`src/hcs_pkg.sv`:
```
`timescale 1ns / 1ps
// ----------------------------------------------------------------------------
// hcs_pkg
// Shared constants of the Huffman compressed-size meter.
// ----------------------------------------------------------------------------
package hcs_pkg;

    localparam int BYTE_W   = 8;   // width of one text byte
    localparam int OUT_W    = 14;  // width of the size results
    localparam int BIT_SHFT = 3;   // bits per byte as a shift (x8)

    // scan candidate count saturates at two
    localparam logic [1:0] CAND_NONE = 2'd0;
    localparam logic [1:0] CAND_ONE  = 2'd1;
    localparam logic [1:0] CAND_TWO  = 2'd2;

endpackage
// ----------------------------------------------------------------------------

```
`src/hcs_hist.sv`:
```
`timescale 1ns / 1ps
`default_nettype none
// ----------------------------------------------------------------------------
// hcs_hist
// Count / node-weight memory with per-entry valid bits; an invalid entry
// reads as zero. One write and one registered read per cycle.
// ----------------------------------------------------------------------------
module hcs_hist #(
    parameter int ALPHABET = 256,
    parameter int CW       = 11
) (
    input  wire                          i_clk,
    input  wire                          i_rst_n,
    input  wire  [$clog2(ALPHABET)-1:0]  i_rd_addr,
    output logic [CW-1:0]                o_rd_data,
    input  wire                          i_wr_en,
    input  wire  [$clog2(ALPHABET)-1:0]  i_wr_addr,
    input  wire  [CW-1:0]                i_wr_data,
    input  wire                          i_kill_en,
    input  wire  [$clog2(ALPHABET)-1:0]  i_kill_addr,
    input  wire                          i_clr_all
);

    logic [CW-1:0]       r_mem [ALPHABET];
    logic [ALPHABET-1:0] r_vld;
    logic [CW-1:0]       r_rd_data;
    logic                r_rd_vld;

    always_ff @(posedge i_clk) begin
        if (i_wr_en) begin
            r_mem[i_wr_addr] <= i_wr_data;
        end
        r_rd_data <= r_mem[i_rd_addr];
    end

    always_ff @(posedge i_clk) begin
        if (!i_rst_n || i_clr_all) begin
            r_vld    <= '0;
            r_rd_vld <= 1'b0;
        end else begin
            r_rd_vld <= r_vld[i_rd_addr];
            if (i_wr_en) begin
                r_vld[i_wr_addr] <= 1'b1;
            end
            if (i_kill_en) begin
                r_vld[i_kill_addr] <= 1'b0;
            end
        end
    end

    assign o_rd_data = r_rd_vld ? r_rd_data : '0;

endmodule
// ----------------------------------------------------------------------------
`default_nettype wire

```
`src/huffman_compressed_size.sv`:
```
`timescale 1ns / 1ps
`default_nettype none
// ----------------------------------------------------------------------------
// huffman_compressed_size
// Byte histogram plus iterative Huffman merge; reports original and
// compressed size in bits.
// ----------------------------------------------------------------------------
// A counted byte keeps busy high through a read, then a write of the count
// memory; a byte dropped for length or range skips both. A last byte adds
// the tree build: D scans of the whole memory, each followed by a merge step,
// D = distinct symbols (at least one scan), then a done state; the result
// strobe follows in the next cycle, as busy drops. The single count-memory
// read port paces the scans. Receiver cannot stall the one-cycle strobe.
// Reset (synchronous, active low) clears histogram valid bits, counters, FSM.
// ----------------------------------------------------------------------------
module huffman_compressed_size #(
    parameter int ALPHABET = 256,
    parameter int TEXT_MAX = 1024
) (
    input  wire                         i_clk,
    input  wire                         i_rst_n,
    input  wire                         start,
    output logic                        busy,
    input  wire  [hcs_pkg::BYTE_W-1:0]  i_text_byte,
    input  wire                         i_last_byte,
    output logic                        o_strobe,
    output logic [hcs_pkg::OUT_W-1:0]   o_original_bits,
    output logic [hcs_pkg::OUT_W-1:0]   o_compressed_bits,
    output logic                        o_overflow
);

    localparam int AW = $clog2(ALPHABET);      // memory address width
    localparam int KW = $clog2(ALPHABET + 1);  // scan index, holds ALPHABET
    localparam int CW = $clog2(TEXT_MAX + 1);  // counts and merged weights

    // sequencer
    localparam logic [2:0] S_IDLE  = 3'd0;
    localparam logic [2:0] S_READ  = 3'd1;  // fetch count of the byte
    localparam logic [2:0] S_WRITE = 3'd2;  // store count + 1
    localparam logic [2:0] S_SCAN  = 3'd3;  // find two smallest weights
    localparam logic [2:0] S_MERGE = 3'd4;  // combine them
    localparam logic [2:0] S_DONE  = 3'd5;  // emit the result

    logic [2:0]    r_state, n_state;
    logic [AW-1:0] r_addr,  n_addr;
    logic          r_last,  n_last;
    logic [CW-1:0] r_count, n_count;
    logic          r_ovf,   n_ovf;
    logic [hcs_pkg::OUT_W-1:0] r_total, n_total;

    // scan unit: one compare pair per cycle over the memory
    logic [KW-1:0] r_k,    n_k;
    logic          r_pv,   n_pv;
    logic [AW-1:0] r_pidx, n_pidx;
    logic [CW-1:0] r_m1,   n_m1;
    logic [CW-1:0] r_m2,   n_m2;
    logic [AW-1:0] r_i1,   n_i1;
    logic [AW-1:0] r_i2,   n_i2;
    logic [1:0]    r_cnt,  n_cnt;

    // memory hookup
    logic [AW-1:0] rd_addr;
    logic [CW-1:0] rd_data;
    logic          wr_en;
    logic [AW-1:0] wr_addr;
    logic [CW-1:0] wr_data;
    logic          kill_en;
    logic          clr_all;
    logic [CW-1:0] pair_sum;
    logic          in_alpha;

    hcs_hist #(
        .ALPHABET (ALPHABET),
        .CW       (CW)
    ) u_hist (
        .i_clk       (i_clk),
        .i_rst_n     (i_rst_n),
        .i_rd_addr   (rd_addr),
        .o_rd_data   (rd_data),
        .i_wr_en     (wr_en),
        .i_wr_addr   (wr_addr),
        .i_wr_data   (wr_data),
        .i_kill_en   (kill_en),
        .i_kill_addr (r_i2),
        .i_clr_all   (clr_all)
    );

    assign busy     = (r_state != S_IDLE);
    assign pair_sum = r_m1 + r_m2;
    // values at or above the alphabet size are ignored
    assign in_alpha = ({1'b0, i_text_byte} < (hcs_pkg::BYTE_W + 1)'(ALPHABET));

    always_comb begin
        n_state = r_state;
        n_addr  = r_addr;
        n_last  = r_last;
        n_count = r_count;
        n_ovf   = r_ovf;
        n_total = r_total;
        n_k     = r_k;
        n_pv    = r_pv;
        n_pidx  = r_pidx;
        n_m1    = r_m1;
        n_m2    = r_m2;
        n_i1    = r_i1;
        n_i2    = r_i2;
        n_cnt   = r_cnt;
        rd_addr = r_k[AW-1:0];
        wr_en   = 1'b0;
        wr_addr = r_addr;
        wr_data = rd_data + CW'(1);
        kill_en = 1'b0;
        clr_all = 1'b0;

        case (r_state)
            S_IDLE: begin
                if (start) begin
                    n_addr = i_text_byte[AW-1:0];
                    n_last = i_last_byte;
                    n_k    = '0;
                    n_pv   = 1'b0;
                    n_cnt  = hcs_pkg::CAND_NONE;
                    if (in_alpha && (r_count < CW'(TEXT_MAX))) begin
                        n_state = S_READ;
                    end else begin
                        if (in_alpha) begin
                            n_ovf = 1'b1;  // text too long: drop and flag
                        end
                        n_state = i_last_byte ? S_SCAN : S_IDLE;
                    end
                end
            end
            S_READ: begin
                rd_addr = r_addr;
                n_state = S_WRITE;
            end
            S_WRITE: begin
                wr_en   = 1'b1;
                n_count = r_count + CW'(1);
                n_state = r_last ? S_SCAN : S_IDLE;
            end
            S_SCAN: begin
                n_pv   = (r_k < KW'(ALPHABET));
                n_pidx = r_k[AW-1:0];
                if (r_k < KW'(ALPHABET)) begin
                    n_k = r_k + KW'(1);
                end
                // zero weight means empty slot
                if (r_pv && (rd_data != '0)) begin
                    if ((r_cnt == hcs_pkg::CAND_NONE) || (rd_data < r_m1)) begin
                        n_m2 = r_m1;
                        n_i2 = r_i1;
                        n_m1 = rd_data;
                        n_i1 = r_pidx;
                    end else if ((r_cnt == hcs_pkg::CAND_ONE) || (rd_data < r_m2)) begin
                        n_m2 = rd_data;
                        n_i2 = r_pidx;
                    end
                    if (r_cnt != hcs_pkg::CAND_TWO) begin
                        n_cnt = r_cnt + 2'd1;
                    end
                end
                if (!r_pv && (r_k == KW'(ALPHABET))) begin
                    n_state = S_MERGE;
                end
            end
            S_MERGE: begin
                if (r_cnt == hcs_pkg::CAND_TWO) begin
                    // merged weight replaces the smaller node, the other drops
                    wr_en   = 1'b1;
                    wr_addr = r_i1;
                    wr_data = pair_sum;
                    kill_en = 1'b1;
                    n_total = r_total + hcs_pkg::OUT_W'(pair_sum);
                    n_k     = '0;
                    n_pv    = 1'b0;
                    n_cnt   = hcs_pkg::CAND_NONE;
                    n_state = S_SCAN;
                end else begin
                    n_state = S_DONE;
                end
            end
            S_DONE: begin
                clr_all = 1'b1;
                n_count = '0;
                n_ovf   = 1'b0;
                n_total = '0;
                n_state = S_IDLE;
            end
            default: begin
                n_state = S_IDLE;
            end
        endcase
    end

    always_ff @(posedge i_clk) begin
        if (!i_rst_n) begin
            r_state  <= S_IDLE;
            r_count  <= '0;
            r_ovf    <= 1'b0;
            r_total  <= '0;
            r_pv     <= 1'b0;
            r_k      <= '0;
            r_cnt    <= hcs_pkg::CAND_NONE;
            o_strobe <= 1'b0;
        end else begin
            r_state  <= n_state;
            r_count  <= n_count;
            r_ovf    <= n_ovf;
            r_total  <= n_total;
            r_pv     <= n_pv;
            r_k      <= n_k;
            r_cnt    <= n_cnt;
            o_strobe <= (r_state == S_DONE);
        end
    end

    // payload registers
    always_ff @(posedge i_clk) begin
        r_addr <= n_addr;
        r_last <= n_last;
        r_pidx <= n_pidx;
        r_m1   <= n_m1;
        r_m2   <= n_m2;
        r_i1   <= n_i1;
        r_i2   <= n_i2;
        if (r_state == S_DONE) begin
            o_original_bits   <= hcs_pkg::OUT_W'({r_count, {hcs_pkg::BIT_SHFT{1'b0}}});
            o_compressed_bits <= r_total;
            o_overflow        <= r_ovf;
        end
    end

endmodule
// ----------------------------------------------------------------------------
`default_nettype wire
```
`config.mk`:
```
export PLATFORM = sky130hd
export DESIGN_NAME = huffman_compressed_size
export DESIGN_NICKNAME = d
export VERILOG_FILES = /design/src/hcs_pkg.sv /design/src/hcs_hist.sv /design/src/huffman_compressed_size.sv
export SDC_FILE = /design/constraint.sdc
export NUM_CORES = 2
export LEC_CHECK = 0
export ABC_AREA = 1
export BUFFER_PORTS_ARGS = -buffer_cell sky130_fd_sc_hd__buf_2
export CAP_MARGIN = 15
export CORE_ASPECT_RATIO = 2
export CORE_MARGIN = 2
export CORE_UTILIZATION = 45
export DETAILED_ROUTE_END_ITERATION = 10
export GPL_TIMING_DRIVEN = 1
export PLACE_DENSITY = 0.66
export SETUP_SLACK_MARGIN = 0.02
export SLEW_MARGIN = 0
export SYNTH_ARGS = -nofsm -noshare
export SYNTH_HDL_FRONTEND = slang
export SYNTH_HIERARCHICAL = 1
export SYNTH_SLANG_ARGS = --single-unit
```
`constraint.sdc`:
```
create_clock -name i_clk -period 13.6 [get_ports i_clk]
set_input_delay 4.08 -clock i_clk [delete_from_list [all_inputs] [get_ports i_clk]]
set_output_delay 4.08 -clock i_clk [all_outputs]
set_load 0.02 [all_outputs]
```
==> metrics.md <==
| Metric | Value |
|---|---|
| Run status | `completed` |
| Vias per cell | `6.035` |
| Fillcell total | `24990` |
| Yosys top cell area share | `65.90%` |
| Synth Warn # | `6` |
| WP data arrival | `8.16 ns` |
| Worst Max-Slew Pin Slew | `1.309 ns` |
| Slew margin rel. | `12.45%` |
| Final Instance Count excl. Fillers | `15510` |
| Final TNS setup | `0 ns` |
| Max H-tree Level | `5` |
| Share of layout cells above drive strength 1 | `9.386%` |
| Num CTS Buffers | `270` |
| Comb pwr share | `25.2%` |
| Worst-path clk slew | `0.07 ns` |
| Final period util | `54.13%` |
| #FFs+latches synth | `3207` |
| Switching share of total power | `33.73%` |
| DR vias | `93610` |
| Die Span X | `387.0 um` |
| Resized cells post-CTS | `0` |
| Die H | `770.0 um` |
| Pleak | `51.32 nW` |
| Avg Inst Size Synth | `11.35 um2` |
| Post-CTS setup buffer count | `0` |
| DRC | `0` |
| Wirelength, routed | `418000 um` |
| Peak supply drop | `231.6 uV` |
| Clk buf depth | `4` |
| Synth area leaders | `edfxtp_1, nand3_1, nand2_1` |
| Routed Antenna Nets | `0` |
| GRT Total Usage | `27.22%` |
| Switching pwr | `8.894 mW` |
| Area leader, netlist | `edfxtp_1` |
| RSZ-0062 raised after global routing | `no` |
| Placed insts | `15000` |
| Clock sinks | `3207` |
| Slew Viols, Final | `0` |
| Layout Skew | `0.06101 ns` |
| CTS tree | `yes` |
| WS Path Type | `reg2reg` |
| GPL Wtd Cong | `0.9483` |
| Maximum clock frequency | `135.8 MHz` |
| Sequential fraction of the synthesis area | `70.60%` |
| Max_cap viols | `0` |
| Number of I/O pins | `43` |
| Post-synth EDFFs | `2897` |
| Vias in the first global route | `90790` |
| Pin count of the biggest net entering global routing | `201` |
| Power Dens Cells | `181.1 nW/um2` |
| Total die area | `298000 um2` |
| Clock share of power | `30.8%` |
| Hold WC Path Type | `reg2reg` |
| Worst-skew pair later-pin latency | `0.90 ns` |
| Sequential group share of total power | `43.9%` |
| Max FO, Critical Path | `91` |
| Post-synth ARST share | `0%` |
| Post-DP Area | `136300 um2` |
| Worst Path Required | `14.40 ns` |
| P_int | `17.48 mW` |
| Min Hold Slack | `0.4545 ns` |
| Area growth from synthesis to layout | `10.31%` |
| Starting DRC count in detailed routing | `11670` |
| Post-DP HPWL | `243400 um` |
| Post-layout util | `49.84%` |
| Fin nets | `11540` |
| Total global routing overflow | `0` |
| Main synth FF type | `edfxtp_1` |
| Drt pass-1 iters | `9` |
| Element type at the critical path end | `flip-flop` |
| Design Area, Final | `145600 um2` |
| Fin crit period | `7.362 ns` |
| Cell area after synthesis | `132000 um2` |
| Core area | `292200 um2` |
| Global-route wire length before repair | `603600 um` |
| Post-synth cell types | `45` |
| Initial core utilization | `45.19%` |
| CP startpoint kind | `flip-flop` |
| Initial antenna violation count | `9` |
| Root buffer cell | `clkbuf_16` |
| IO Port Bufs | `39` |
| Hold buffer count at cts | `0` |
| Final hold vios | `0` |
| Synthesized netlist cell count | `11630` |
| Routed len/inst | `26.95 um` |
| Rows | `281` |
| # setup viols final | `0` |
-- Yosys cell counts, types with 4 or more instances --
| master | count |
|---|---|
| buf_1 | 97 |
| inv_1 | 250 |
| and2_1 | 5 |
| xnor2_1 | 4 |
| nand4_1 | 11 |
| a21oi_1 | 106 |
| clkinv_1 | 6 |
| xor2_1 | 7 |
| buf_6 | 4 |
| buf_2 | 312 |
| nor2_1 | 425 |
| o22ai_1 | 14 |
| inv_2 | 5 |
| edfxtp_1 | 2897 |
| o221a_2 | 240 |
| nand3_1 | 3011 |
| ha_1 | 50 |
| nand2_1 | 3319 |
| buf_4 | 40 |
| nor3_1 | 12 |
| o21ai_0 | 123 |
| clkbuf_1 | 333 |
| nand3b_1 | 6 |
| dfxtp_1 | 310 |
| nand2_2 | 5 |
-- cell type report --
class	instances	area, um2	share of cell area, %
Antenna cell	4	10.01	0.006873
Clock buffer	349	7491	5.144
Clock inverter	131	1550	1.065
Inverter	262	1021	0.7011
Multi-Input combinational cell	7374	34640	23.79
Sequential cell	3207	93200	64.00
Tap cell	3820	4780	3.282
Timing Repair Buffer	365	2937	2.016
-- per-stage QoR --
| step | total power [mW] | setup slack (ns) |
|---|---|---|
| global route | 27.12 | 5.983 |
| finish | 26.37 | 6.238 |
| CTS | 26.26 | 6.492 |
| global placement | 18.18 | 6.635 |
| floorplan | 16.06 | 0.2254 |
| detailed placement | 18.27 | 6.565 |
-- path summary, 6_finish.rpt --
kind | depth (start not counted) | slack [ns] | end | from
worst min register to register | 0 | 0.45 | r_i1[1]$_DFFE_PP_ | r_pidx[1]$_DFFE_PP_
worst max-delay path | 17 | 6.24 | u_hist/r_rd_data[2]$_DFF_P_ | r_state[1]$_SDFFE_PN0P_
worst max register to register | 17 | 6.24 | u_hist/r_rd_data[2]$_DFF_P_ | r_state[1]$_SDFFE_PN0P_
worst min-delay path | 0 | 0.45 | r_i1[1]$_DFFE_PP_ | r_pidx[1]$_DFFE_PP_
-- critical path: stages (launching register included) --
cell,delay (ns)
dfxtp_1,0.33
inv_1,0.15
nand3_1,0.71
o21ai_4,0.53
buf_4,0.88
buf_4,0.67
buf_4,0.72
buf_4,0.77
nand2_1,0.13
nand3_1,0.14
nand3_1,0.10
nand3_1,0.14
nand3_1,0.17
nand3_1,0.40
nand3_1,0.39
nand2_1,0.17
nand2_1,0.41
nand2_1,0.20
-- placed cells by master, fill, tap and decap left out, drive strengths merged, types with 14 or more instances in the layout --
cell       n
nand3   3014
nor2     431
dfxtp    310
bufinv    34
buf      365
o21ai    126
clkbuf   349
a21oi    107
inv      268
clkinv    83
edfxtp  2897
o221a    240
o22ai     14
ha        50
nand2   3325
-- power groups by stage --
stage / sequential, mW / combinational [mW] / clock [mW]
floorplan: 12.2 / 3.89 / 0
global placement: 11.8 / 6.39 / 0
detailed placement: 11.8 / 6.47 / 0
CTS: 11.6 / 6.49 / 8.19
global route: 11.6 / 7.02 / 8.52
finish: 11.6 / 6.65 / 8.13
-- cells by family (layout without fill, tap and decap cells) --
| group | after synthesis | after routing | share of synthesized area [%] |
|---|---|---|---|
| DFF | 3207 | 3207 | 70.60 |
| adders and majority gates | 52 | 52 | 0.5042 |
| AOI/OAI and AO/OA | 499 | 499 | 3.070 |
| and+or+nand+nor | 6809 | 6809 | 22.34 |
| xor gates and xnor gates | 11 | 11 | 0.07297 |
| buffers and inverters | 1048 | 1107 | 3.414 |
| other | 1 | 7 | 0.002841 |
-- state kept, by name, summed over array words and instances (netlist names), 3 cells and up --
| signal | cells |
|---|---|
| u_hist/r_mem | 2816 |
| u_hist/r_vld | 256 |
| o_compressed_bits | 14 |
| r_total | 14 |
| o_original_bits | 11 |
| r_count | 11 |
| r_m1 | 11 |
| r_m2 | 11 |
| u_hist/r_rd_data | 11 |
| r_k | 9 |
| r_addr | 8 |
| r_i1 | 8 |
| r_i2 | 8 |
| r_pidx | 8 |
| r_state | 3 |
-- metal layers --
metal / up-vias / GRT usage [%] / part of all wire, %
met3: 1345 / 4.535 / 9.2
met5: - / 0 / 0.014
li1: 40910 / - / -
met2: 5456 / 46.06 / 49
met4: 10 / 20.98 / 8.7
met1: 45890 / 30.76 / 33
No activity file was read; power rests on OpenSTA's default activity.
